--- src/rtl/core/tcfp_pkg.sv ---
// Shared types and constants for the tuning command frame parser.
package tcfp_pkg;

  // Frame syntax characters
  localparam logic [7:0] CH_AT    = 8'h40; // '@'
  localparam logic [7:0] CH_HASH  = 8'h23; // '#'
  localparam logic [7:0] CH_EQ    = 8'h3D; // '='
  localparam logic [7:0] CH_MINUS = 8'h2D; // '-'
  localparam logic [7:0] CH_PLUS  = 8'h2B; // '+'
  localparam logic [7:0] CH_DOT   = 8'h2E; // '.'
  localparam logic [7:0] CH_ZERO  = 8'h30; // '0'
  localparam logic [7:0] CH_NINE  = 8'h39; // '9'

  // Letters of the fixed commands
  localparam logic [7:0] CH_A = 8'h41;
  localparam logic [7:0] CH_N = 8'h4E;
  localparam logic [7:0] CH_O = 8'h4F;
  localparam logic [7:0] CH_P = 8'h50;
  localparam logic [7:0] CH_R = 8'h52;
  localparam logic [7:0] CH_S = 8'h53;
  localparam logic [7:0] CH_T = 8'h54;
  localparam logic [7:0] CH_U = 8'h55;
  localparam logic [7:0] CH_V = 8'h56;

  // Value limits
  localparam logic [29:0] MAG_LIMIT  = 30'd999999999;
  localparam logic [3:0]  FRAC_LIMIT = 4'd8;

  // Configuration register map
  localparam int          CFG_ADDR_W        = 3;
  localparam logic        REG_MAX_FRAME_LEN = 1'b0;  // register index, paddr[2]
  localparam logic [3:0]  MAX_LEN_RESET     = 4'd14;

  // Stream data widths
  localparam int IN_DATA_W  = 8;
  localparam int OUT_DATA_W = 64;

  // One decoded command
  typedef struct packed {
    logic [3:0]  fraction_digits;
    logic [30:0] value_digits;
    logic [7:0]  key_third;
    logic [7:0]  key_second;
    logic [7:0]  key_first;
  } result_t;

endpackage

--- src/rtl/core/tcfp_cfg.sv ---
// APB-style register port holding the frame length limit.
module tcfp_cfg (
  input  logic                                clk,
  input  logic                                rst_n,
  input  logic                                cfg_psel,
  input  logic                                cfg_penable,
  input  logic                                cfg_pwrite,
  input  logic [tcfp_pkg::CFG_ADDR_W-1:0]     cfg_paddr,
  input  logic [31:0]                         cfg_pwdata,
  output logic [31:0]                         cfg_prdata,
  output logic                                cfg_pready,
  output logic [3:0]                          max_frame_len
);

  logic [3:0] max_len_r;
  logic [3:0] max_len_nxt;
  logic       wr_en;
  logic       sel_len;

  assign cfg_pready = 1'b1;
  assign sel_len    = (cfg_paddr[2] == tcfp_pkg::REG_MAX_FRAME_LEN);
  assign wr_en      = cfg_psel & cfg_penable & cfg_pwrite & cfg_pready;

  // register write
  always_comb begin
    max_len_nxt = max_len_r;
    if (wr_en && sel_len) begin
      max_len_nxt = cfg_pwdata[3:0];
    end
  end

  always_ff @(posedge clk) begin
    if (!rst_n) begin
      max_len_r <= tcfp_pkg::MAX_LEN_RESET;
    end else begin
      max_len_r <= max_len_nxt;
    end
  end

  // read back
  assign cfg_prdata    = sel_len ? {28'd0, max_len_r} : 32'd0;
  assign max_frame_len = max_len_r;

endmodule

--- src/rtl/core/tcfp_parse.sv ---
// Frame tracker and value accumulator; decodes a frame on its closing '#'.
module tcfp_parse (
  input  logic                clk,
  input  logic                rst_n,
  input  logic                byte_en,      // a word is accepted this cycle
  input  logic [7:0]          rx_byte,
  input  logic [3:0]          max_frame_len,
  output logic                res_push,     // decoded result this cycle
  output tcfp_pkg::result_t   res_data
);

  logic        in_frame_r,  in_frame_nxt;
  logic [3:0]  count_r,     count_nxt;
  logic [23:0] key_r,       key_nxt;
  logic [7:0]  fifth_r,     fifth_nxt;
  logic        neg_r,       neg_nxt;
  logic [29:0] acc_r,       acc_nxt;
  logic [3:0]  frac_r,      frac_nxt;
  logic        point_r,     point_nxt;
  logic        ended_r,     ended_nxt;

  logic [7:0]  ka, kb, kc;
  logic        is_digit;
  logic [3:0]  digit;
  logic [33:0] acc_x10;
  logic [31:0] acc_next;
  logic        over_mag;
  logic        is_stp, is_run, is_sav, is_kv;

  assign ka = key_r[7:0];
  assign kb = key_r[15:8];
  assign kc = key_r[23:16];

  // digit step: acc*10 + d, kept to 32 bits
  assign is_digit = (rx_byte >= tcfp_pkg::CH_ZERO) && (rx_byte <= tcfp_pkg::CH_NINE);
  assign digit    = rx_byte[3:0];
  assign acc_x10  = {1'b0, acc_r, 3'b000} + {3'b000, acc_r, 1'b0};
  assign acc_next = acc_x10[31:0] + {28'd0, digit};
  assign over_mag = acc_next > {2'b00, tcfp_pkg::MAG_LIMIT};

  // command forms, judged on the stored length
  assign is_stp = ((count_r == 4'd5) && (ka == tcfp_pkg::CH_S) && (kb == tcfp_pkg::CH_T) &&
                   (kc == tcfp_pkg::CH_O) && (fifth_r == tcfp_pkg::CH_P)) ||
                  ((count_r == 4'd4) && (ka == tcfp_pkg::CH_S) && (kb == tcfp_pkg::CH_T) &&
                   (kc == tcfp_pkg::CH_P));
  assign is_run = (count_r == 4'd4) && (ka == tcfp_pkg::CH_R) && (kb == tcfp_pkg::CH_U) &&
                  (kc == tcfp_pkg::CH_N);
  assign is_sav = (count_r == 4'd4) && (ka == tcfp_pkg::CH_S) && (kb == tcfp_pkg::CH_A) &&
                  (kc == tcfp_pkg::CH_V);
  assign is_kv  = (count_r >= 4'd6) && (fifth_r == tcfp_pkg::CH_EQ);

  // decoded fields
  always_comb begin
    res_data.key_first       = ka;
    res_data.key_second      = kb;
    res_data.key_third       = kc;
    res_data.value_digits    = neg_r ? (31'd0 - {1'b0, acc_r}) : {1'b0, acc_r};
    res_data.fraction_digits = frac_r;
    if (is_stp) begin
      res_data.key_first       = tcfp_pkg::CH_S;
      res_data.key_second      = tcfp_pkg::CH_T;
      res_data.key_third       = tcfp_pkg::CH_P;
      res_data.value_digits    = 31'd1;
      res_data.fraction_digits = 4'd0;
    end else if (is_run || is_sav) begin
      res_data.value_digits    = 31'd0;
      res_data.fraction_digits = 4'd0;
    end
  end

  // per-byte state update
  always_comb begin
    in_frame_nxt = in_frame_r;
    count_nxt    = count_r;
    key_nxt      = key_r;
    fifth_nxt    = fifth_r;
    neg_nxt      = neg_r;
    acc_nxt      = acc_r;
    frac_nxt     = frac_r;
    point_nxt    = point_r;
    ended_nxt    = ended_r;
    res_push     = 1'b0;
    if (byte_en) begin
      if (rx_byte == tcfp_pkg::CH_AT) begin
        // start or restart a frame
        in_frame_nxt = 1'b1;
        count_nxt    = 4'd1;
        key_nxt      = 24'd0;
        fifth_nxt    = 8'd0;
        neg_nxt      = 1'b0;
        acc_nxt      = 30'd0;
        frac_nxt     = 4'd0;
        point_nxt    = 1'b0;
        ended_nxt    = 1'b0;
      end else if (in_frame_r) begin
        if (count_r >= max_frame_len) begin
          // too long: drop the frame
          in_frame_nxt = 1'b0;
          count_nxt    = 4'd0;
        end else if (rx_byte == tcfp_pkg::CH_HASH) begin
          in_frame_nxt = 1'b0;
          count_nxt    = 4'd0;
          res_push     = is_stp | is_run | is_sav | is_kv;
        end else begin
          count_nxt = count_r + 4'd1;
          if (count_r == 4'd1) begin
            key_nxt[7:0] = rx_byte;
          end else if (count_r == 4'd2) begin
            key_nxt[15:8] = rx_byte;
          end else if (count_r == 4'd3) begin
            key_nxt[23:16] = rx_byte;
          end else if (count_r == 4'd4) begin
            fifth_nxt = rx_byte;
          end else if (count_r >= 4'd5) begin
            // value text
            if ((count_r == 4'd5) && (rx_byte == tcfp_pkg::CH_MINUS)) begin
              neg_nxt = 1'b1;
            end else if ((count_r == 4'd5) && (rx_byte == tcfp_pkg::CH_PLUS)) begin
              neg_nxt = neg_r;
            end else if (ended_r) begin
              ended_nxt = 1'b1;
            end else if (rx_byte == tcfp_pkg::CH_DOT) begin
              point_nxt = 1'b1;
            end else if (!is_digit) begin
              ended_nxt = 1'b1;
            end else if (point_r) begin
              if ((frac_r < tcfp_pkg::FRAC_LIMIT) && !over_mag) begin
                acc_nxt  = acc_next[29:0];
                frac_nxt = frac_r + 4'd1;
              end
            end else begin
              acc_nxt = over_mag ? tcfp_pkg::MAG_LIMIT : acc_next[29:0];
            end
          end
        end
      end
    end
  end

  always_ff @(posedge clk) begin
    if (!rst_n) begin
      in_frame_r <= 1'b0;
      count_r    <= 4'd0;
      key_r      <= 24'd0;
      fifth_r    <= 8'd0;
      neg_r      <= 1'b0;
      acc_r      <= 30'd0;
      frac_r     <= 4'd0;
      point_r    <= 1'b0;
      ended_r    <= 1'b0;
    end else begin
      in_frame_r <= in_frame_nxt;
      count_r    <= count_nxt;
      key_r      <= key_nxt;
      fifth_r    <= fifth_nxt;
      neg_r      <= neg_nxt;
      acc_r      <= acc_nxt;
      frac_r     <= frac_nxt;
      point_r    <= point_nxt;
      ended_r    <= ended_nxt;
    end
  end

endmodule

--- src/rtl/core/tcfp_outbuf.sv ---
// Result register with a skid stage so input keeps flowing under output stalls.
module tcfp_outbuf (
  input  logic                clk,
  input  logic                rst_n,
  input  logic                push,
  input  tcfp_pkg::result_t   push_data,
  output logic                space,        // room for one more result
  output logic                out_valid,
  input  logic                out_ready,
  output tcfp_pkg::result_t   out_data
);

  logic              main_vld_r, main_vld_nxt;
  logic              skid_vld_r, skid_vld_nxt;
  tcfp_pkg::result_t main_r,     main_nxt;
  tcfp_pkg::result_t skid_r,     skid_nxt;
  logic              pop;

  assign pop = main_vld_r & out_ready;

  // two-entry queue: main register feeds the port, skid catches overflow
  always_comb begin
    main_vld_nxt = main_vld_r;
    skid_vld_nxt = skid_vld_r;
    main_nxt     = main_r;
    skid_nxt     = skid_r;
    if (pop) begin
      if (skid_vld_r) begin
        main_nxt     = skid_r;
        skid_vld_nxt = 1'b0;
      end else if (push) begin
        main_nxt = push_data;
      end else begin
        main_vld_nxt = 1'b0;
      end
    end else if (push) begin
      if (!main_vld_r) begin
        main_nxt     = push_data;
        main_vld_nxt = 1'b1;
      end else begin
        skid_nxt     = push_data;
        skid_vld_nxt = 1'b1;
      end
    end
  end

  always_ff @(posedge clk) begin
    if (!rst_n) begin
      main_vld_r <= 1'b0;
      skid_vld_r <= 1'b0;
    end else begin
      main_vld_r <= main_vld_nxt;
      skid_vld_r <= skid_vld_nxt;
    end
  end

  always_ff @(posedge clk) begin
    main_r <= main_nxt;
    skid_r <= skid_nxt;
  end

  assign space     = ~skid_vld_r;
  assign out_valid = main_vld_r;
  assign out_data  = main_r;

endmodule

--- src/rtl/core/tuning_command_frame_parser.sv ---
// Top level of the tuning command frame parser.
//
//  channel | direction | payload
//  --------+-----------+-------------------------------------------------------
//  in_     | slave     | tdata[7:0] rx_byte
//  out_    | master    | tdata: key_first, key_second, key_third, value_digits,
//          |           |        fraction_digits (zero padded to 64 bits)
//  cfg_    | APB slave | reg 0 @ 0x0: max_frame_len[3:0]
//
// One word is taken every cycle while in_tready is high; frame state updates in
// the accept cycle and a decoded command is registered into the output register,
// or into the skid entry while that register still holds an untaken result. A
// two-entry result queue (output register plus skid) keeps in_tready high until
// both entries hold undelivered results under output stall. Reset (synchronous,
// rst_n low) closes any open frame, empties the queue and sets max_frame_len to 14.
module tuning_command_frame_parser (
  input  logic                                  clk,
  input  logic                                  rst_n,
  input  logic                                  in_tvalid,
  output logic                                  in_tready,
  input  logic [tcfp_pkg::IN_DATA_W-1:0]        in_tdata,   // [7:0] rx_byte
  output logic                                  out_tvalid,
  input  logic                                  out_tready,
  // [7:0] key_first, [15:8] key_second, [23:16] key_third,
  // [54:24] value_digits, [58:55] fraction_digits, [63:59] zero
  output logic [tcfp_pkg::OUT_DATA_W-1:0]       out_tdata,
  input  logic                                  cfg_psel,
  input  logic                                  cfg_penable,
  input  logic                                  cfg_pwrite,
  input  logic [tcfp_pkg::CFG_ADDR_W-1:0]       cfg_paddr,
  input  logic [31:0]                           cfg_pwdata,
  output logic [31:0]                           cfg_prdata,
  output logic                                  cfg_pready
);

  logic              byte_en;
  logic [3:0]        max_frame_len;
  logic              res_push;
  tcfp_pkg::result_t res_data;
  tcfp_pkg::result_t out_data;

  assign byte_en = in_tvalid & in_tready;

  tcfp_cfg u_cfg (
    .clk           (clk),
    .rst_n         (rst_n),
    .cfg_psel      (cfg_psel),
    .cfg_penable   (cfg_penable),
    .cfg_pwrite    (cfg_pwrite),
    .cfg_paddr     (cfg_paddr),
    .cfg_pwdata    (cfg_pwdata),
    .cfg_prdata    (cfg_prdata),
    .cfg_pready    (cfg_pready),
    .max_frame_len (max_frame_len)
  );

  tcfp_parse u_parse (
    .clk           (clk),
    .rst_n         (rst_n),
    .byte_en       (byte_en),
    .rx_byte       (in_tdata),
    .max_frame_len (max_frame_len),
    .res_push      (res_push),
    .res_data      (res_data)
  );

  tcfp_outbuf u_outbuf (
    .clk       (clk),
    .rst_n     (rst_n),
    .push      (res_push),
    .push_data (res_data),
    .space     (in_tready),
    .out_valid (out_tvalid),
    .out_ready (out_tready),
    .out_data  (out_data)
  );

  // pack result word, lowest field first
  assign out_tdata = {5'd0, out_data};

endmodule

--- config.mk ---
export PLATFORM = sky130hd
export DESIGN_NAME = tuning_command_frame_parser
export DESIGN_NICKNAME = d
export VERILOG_FILES = /design/src/rtl/core/tcfp_pkg.sv /design/src/rtl/core/tcfp_cfg.sv /design/src/rtl/core/tcfp_parse.sv /design/src/rtl/core/tcfp_outbuf.sv /design/src/rtl/core/tuning_command_frame_parser.sv
export SDC_FILE = /design/constraint.sdc
export NUM_CORES = 1
export LEC_CHECK = 0
export BUFFER_PORTS_ARGS = -buffer_cell sky130_fd_sc_hd__buf_4
export CORE_MARGIN = 5
export CORE_UTILIZATION = 55
export DETAILED_ROUTE_END_ITERATION = 10
export GPL_ROUTABILITY_DRIVEN = 0
export GPL_TIMING_DRIVEN = 0
export PLACE_DENSITY = 0.82
export SETUP_SLACK_MARGIN = 0.2
export SLEW_MARGIN = 20
export SYNTH_ARGS = -nofsm -noshare
export SYNTH_HDL_FRONTEND = slang
export SYNTH_SLANG_ARGS = --single-unit
--- constraint.sdc ---
create_clock -name clk -period 6.2 [get_ports clk]
set_input_delay 0.93 -clock clk [delete_from_list [all_inputs] [get_ports clk]]
set_output_delay 0.93 -clock clk [all_outputs]
set_load 0.05 [all_outputs]
==> results by group, run 1 <==
Run status
  – Outcome: complete, no violations

CTS
  – Num CTS Buffers: 17
  – Clock Tree Buf Depth: 2
  – CTS H-tree lvls: 4
  – Clock root buffer master: clkbuf_16
  – CTS tree: yes
  – Clk slew on worst S/H paths: 0.07 ns
  – CTS resizes: 0
  – Clock sink count: 198
  – CTS Hold Buffers Added: 0
  – Clock latency on the worst-skew pair: 0.44 ns
  – Postcts setup bufs: 0

GRT
  – Initial antenna violation count: 0
  – First-pass GRT wire length: 45700 um
  – GRT Util Overall: 0.231
  – Grt ovf: 0
  – Vias in the first global route: 9116
  – Largest net degree at the start of global routing: 60

Setup path
  – Critical path's slowest cell: fa_1
  – Reg-to-reg slack, setup: 1.31 ns
  – Delay-heaviest family, CP: compound AO/OA/AOI/OAI gates
  – Crit path launch type: input port
  – Crit-path cells: buf_4 -> fa_1 -> fa_1 -> a211oi_1 -> o211ai_1 -> nand2_1 -> a21oi_1 -> or2_0 -> o311ai_2 -> nor4_1 -> a211oi_4 -> and2_4 -> o31ai_2 -> buf_6 -> mux2_4
  – Critical Path Sink Type: flip-flop
  – Worst endpoint required time: 6.53 ns
  – Crit path arrival time: 5.29 ns
  – Worst Path Class, Setup: input port to flip-flop
  – Crit Path Max Fanout: 10
  – Number of buffers and inverters on the critical path: 2
  – CP peak stage delay: 0.53 ns
  – Crit path top cell by count: fa_1

STA
  – Fin crit share: 0.801
  – Slew Viols, Final: 0
  – Setup-failing EPs final: 0
  – Min cycle time layout: 4.97 ns
  – Fmax: 0.201 GHz
  – Worst-case clock skew: 0.0147 ns
  – Worst-Margin Slew: 0.903 ns
  – RSZ-0062 raised after global routing: false
  – Max transition margin: 0.394
  – Sum Neg Setup Slack: 0 ns
  – Hold_ws: 0.486 ns
  – Final Hold Fails: 0

Final layout
  – N_diodes: 0
  – Area Growth Syn to Fin: 15.2%
  – Nets@finish: 1494
  – Fill cell count: 1623
  – Share of layout cells above drive strength 1: 0.138

Logic synthesis
  – Synth cell count leaders: 227 x nand2_1, 118 x edfxtp_1, 92 x nor2_1
  – Top cell type's share of synthesized area: 0.307
  – Synth Cell Area: 11600 um^2
  – EDFF count, synth: 118
  – Post-synth top flop: edfxtp_1
  – Seq/Total Area, Yosys: 0.445
  – Post-Syn Instances: 1239
  – Most area-consuming cells after synthesis: edfxtp_1 31%, dfxtp_1 14%, nand2_1 7.4%
  – Seq cells post-synth: 198
  – Unique masters post-synth: 80
  – Most frequent cell after synthesis: nand2_1
  – Syn_area_per_cell: 9.32 um^2
  – Synth async-reset ratio: 0
  – Yosys warning count: 0
  – Synth area leader: edfxtp_1

Floorplanning
  – # IOs: 149
  – Height of the die: 155 um
  – Initial Util: 0.555
  – Chip width: 155 um
  – CORE AREA: 20800 um^2
  – Site Rows: 53
  – Die area: 24000 um^2

Detailed routing
  – 1st-pass router iterations: 7
  – Post-route DRC: 0
  – Routed vias: 9628
  – Routed WL per cell: 16.9 um
  – Antenna viol nets, final: 0
  – Vias/cell: 5.79
  – First DRT Iteration DRCs: 812
  – DRT Wirelength: 28000 um

Power and ir drop
  – PD cells: 197 nW/um^2
  – Leak: 0.00568 uW
  – Highest ir drop seen on vdd: 0.204 mV

Flow run
  – Total of max-cap violations: 0

Placement
  – PortBufs: 82
  – Final HPWL DP: 20900 um

Hold path
  – Tightest Hold Check Type: flip-flop to flip-flop
[cell usage in the layout, fill, tap and decap left out, types with 34 or more instances in the layout]
| master | instances |
|---|---|
| a21oi_1 | 38 |
| buf_4 | 116 |
| dfxtp_1 | 80 |
| nand2_1 | 227 |
| conb_1 | 34 |
| mux2i_1 | 36 |
| edfxtp_1 | 118 |
| clkbuf_1 | 66 |
| o21ai_0 | 63 |
| xor2_1 | 34 |
| ha_1 | 68 |
| nor2_1 | 92 |
[through the flow]
stage           util  setup WS [ns]  power [uW]  area [um^2]  cells
2_1_floorplan      -          0.523        1500        11700   1271
3_3_place_gp   0.607         -0.967        1520        12600   1628
3_5_place_dp   0.610          0.877        1520        12700   1630
4_1_cts        0.639           1.31        2620        13300   1662
5_1_grt        0.639          0.986        2680        13300   1662
6_report       0.639           1.23        2620        13300   1662
[worst min-delay path: cells and delay by family, from the launching register on]
family | cells | cell delay, ns
flip-flops | 1 | 0.32
AO/OA/AOI/OAI | 1 | 0.07
AND/OR/NAND/NOR | 1 | 0.05
[metal layers]
layer,GRT usage,part of all wire,vias to the layer above
li1,-,-,4637
met1,0.313,0.43,4516
met2,0.387,0.48,420
met3,0.0323,0.069,55
met4,0.0740,0.022,0
met5,0,0,-
[flip-flops by register name, indices dropped and copies added (netlist names)]
register / flops
u_parse.fifth_r: 8
u_outbuf.skid_vld_r: 1
u_parse.ended_r: 1
u_parse.acc_r: 30
u_parse.count_r: 4
u_parse.neg_r: 1
u_outbuf.out_data: 59
u_cfg.max_frame_len: 4
u_parse.point_r: 1
u_parse.key_r: 24
u_parse.in_frame_r: 1
u_outbuf.skid_r: 59
u_outbuf.out_valid: 1
u_parse.frac_r: 4
[cell type report]
| cell class | count | area [um^2] | share of cell area |
|---|---|---|---|
| repair buffers | 84 | 671 | 0.0504 |
| multi-input cells | 941 | 5890 | 0.443 |
| clock inverters | 15 | 185 | 0.0139 |
| inverters | 22 | 82.6 | 0.00620 |
| clock buffers | 17 | 425 | 0.0320 |
| well taps | 275 | 344 | 0.0259 |
| plain buffers | 110 | 564 | 0.0424 |
| flip-flops and latches | 198 | 5140 | 0.387 |
[power by group]
part	total [uW]	internal, uW	switching [uW]
Combinational	118	34.0	83.6
Clock	1120	555	567
Sequential	1380	1380	0.565
[worst paths after layout]
check | to | from | cells past startpoint
worst max register to register | u_parse.acc_r[22]$_SDFFE_PN0P_ | u_parse.acc_r[0]$_SDFFE_PN0P_ | 14
worst max-delay path | u_parse.acc_r[22]$_SDFFE_PN0P_ | in_tdata[3] | 15
worst min-delay path | u_parse.ended_r$_SDFFE_PN0P_ | u_parse.ended_r$_SDFFE_PN0P_ | 2
worst min register to register | u_parse.ended_r$_SDFFE_PN0P_ | u_parse.ended_r$_SDFFE_PN0P_ | 2
[cells by family (layout without fill, tap and decap cells)]
family,Yosys count,count (layout),synth area share
flip-flops,198,198,0.445
XOR/XNOR,44,44,0.0334
adder cells (fa/ha/maj),70,70,0.0771
buffers and inverters,132,248,0.0560
other,2,34,0.000650
AO/OA/AOI/OAI,245,245,0.142
AND/OR/NAND/NOR,503,503,0.205
multiplexers,45,45,0.0409
No activity file was read; power rests on OpenSTA's default activity.
==> run 2, diff against run 1 <==
- CORE_UTILIZATION: 55 -> 53
- PLACE_DENSITY: 0.82 -> 0.83
- clock period: 6.2 -> 4.3 ns (I/O delays scaled with it)
==> results by group, run 2 (synthesis gave the netlist of run 1 again) <==
CTS
  – Clock latency on the worst-skew pair: 0.44 ns
  – Clock Tree Buf Depth: 2
  – Clock root buffer master: clkbuf_16
  – Clk slew on worst S/H paths: 0.08 ns
  – Num CTS Buffers: 17
  – CTS H-tree lvls: 4
  – Clock sink count: 198
  – CTS tree: yes

STA
  – Final Hold Fails: 0
  – Worst-case clock skew: 0.0164 ns
  – Setup ws final: 0.209 ns
  – Fmax: 0.244 GHz
  – Worst-Margin Slew: 1.08 ns
  – Hold_ws: 0.433 ns
  – Fin crit share: 0.951
  – Min cycle time layout: 4.09 ns
  – Sum Neg Setup Slack: 0 ns
  – Max transition margin: 0.277
  – Slew Viols, Final: 0
  – RSZ-0062 raised after global routing: true
  – Setup-failing EPs final: 0

Flow run
  – Total of max-cap violations: 0

GRT
  – GRT Util Overall: 0.229
  – Initial antenna violation count: 0
  – Grt ovf: 0
  – Largest net degree at the start of global routing: 50
  – Vias in the first global route: 9327
  – First-pass GRT wire length: 46100 um

Detailed routing
  – Routed WL per cell: 17.1 um
  – Post-route DRC: 0
  – DRT Wirelength: 29000 um
  – Routed vias: 9688
  – Vias/cell: 5.73
  – Antenna viol nets, final: 0
  – 1st-pass router iterations: 5
  – First DRT Iteration DRCs: 720

Floorplanning
  – Height of the die: 158 um
  – # IOs: 149
  – Chip width: 158 um
  – Site Rows: 54
  – Die area: 24800 um^2
  – Initial Util: 0.534
  – CORE AREA: 21600 um^2

Final layout
  – Most frequent cells in the layout: 227 x nand2_1, 138 x buf_4, 118 x edfxtp_1
  – Fin util: 0.637
  – Fill cell count: 1714
  – Nets@finish: 1517
  – Area Growth Syn to Fin: 19.2%
  – N_diodes: 0
  – Most common cell after layout, fill and taps aside: nand2_1
  – Share of layout cells above drive strength 1: 0.193

Setup path
  – Critical Path Sink Type: flip-flop
  – Crit path launch type: flip-flop
  – Crit-path cells: fa_2 -> fa_2 -> a211oi_4 -> o21a_1 -> o311ai_0 -> nand2_1 -> a211o_1 -> nand4_1 -> o211ai_2 -> a211oi_4 -> and2_4 -> o31ai_2 -> buf_6 -> mux2_4
  – Worst endpoint required time: 4.62 ns
  – Crit path arrival time: 4.41 ns
  – Crit Path Max Fanout: 7
  – Critical path's slowest cell: o311ai_0
  – Worst Path Class, Setup: flip-flop to flip-flop
  – R2R cell count: 14
  – CP peak stage delay: 0.62 ns

Run status
  – Outcome: complete, no violations

Power and ir drop
  – Power, Total: 3760 uW
  – PD cells: 273 nW/um^2
  – Highest ir drop seen on vdd: 0.270 mV
  – Leak: 0.00588 uW

Hold path
  – Tightest Hold Check Type: input port to flip-flop
  – Hold path depth: 3

Placement
  – Final HPWL DP: 21300 um
  – Pre-CTS WS: -0.440 ns
  – PortBufs: 82
[run 2: final cells by class]
class,count,area (um^2),area share
multi-input combinational,941,6100,0.443
sequential,198,5180,0.376
timing repair buffer,107,871,0.0633
buffer,110,583,0.0424
clock buffer,17,425,0.0309
tap,280,350,0.0254
clock inverter,15,174,0.0126
inverter,22,82.6,0.00600
[run 2: worst paths after layout]
| kind | from | end | slack, ns |
|---|---|---|---|
| setup reg to reg | u_parse.acc_r[0]$_SDFFE_PN0P_ | u_parse.acc_r[26]$_SDFFE_PN0P_ | 0.21 |
| hold reg to reg | u_parse.ended_r$_SDFFE_PN0P_ | u_parse.ended_r$_SDFFE_PN0P_ | 0.49 |
| hold / removal | cfg_pwdata[3] | u_cfg.max_frame_len[3]$_SDFFE_PN1P_ | 0.43 |
| setup / recovery | u_parse.acc_r[0]$_SDFFE_PN0P_ | u_parse.acc_r[26]$_SDFFE_PN0P_ | 0.21 |
[run 2: layer usage]
metal  track usage  share of wire  up-vias
met5             0              0        -
met3        0.0361          0.058       72
met4        0.0864          0.032        0
met2         0.408           0.51      343
li1              -              -     4667
met1         0.279           0.40     4606
[run 2: critical path: cells and delay by family (launching register included)]
family	cells	cell delay [ns]
buffers and inverters	1	0.18
AO/OA/AOI/OAI	7	1.84
adder cells (fa/ha/maj)	2	0.83
flip-flops	1	0.37
multiplexers	1	0.29
AND/OR/NAND/NOR	3	0.44
[run 2: timing repair]
| action | 4_1_cts | 5_1_grt |
|---|---|---|
| pin swaps | 11 | 12 |
| buffers inserted | 10 | 12 |
| hold buffers | 0 | 0 |
| endpoints found under the setup margin | 34 | 58 |
| resized for setup | 30 | 54 |
[run 2: stage by stage]
stage / area, um^2 / cells
detailed placement: 12800 / 1636
global placement: 12700 / 1633
CTS: 13500 / 1678
floorplan: 11700 / 1271
finish: 13800 / 1690
global route: 13800 / 1690
[run 2: where the power goes]
part / switching (uW) / internal (uW) / total (uW)
combinational: 120 / 50.1 / 170
sequential: 0.783 / 1980 / 1980
clock: 733 / 872 / 1600
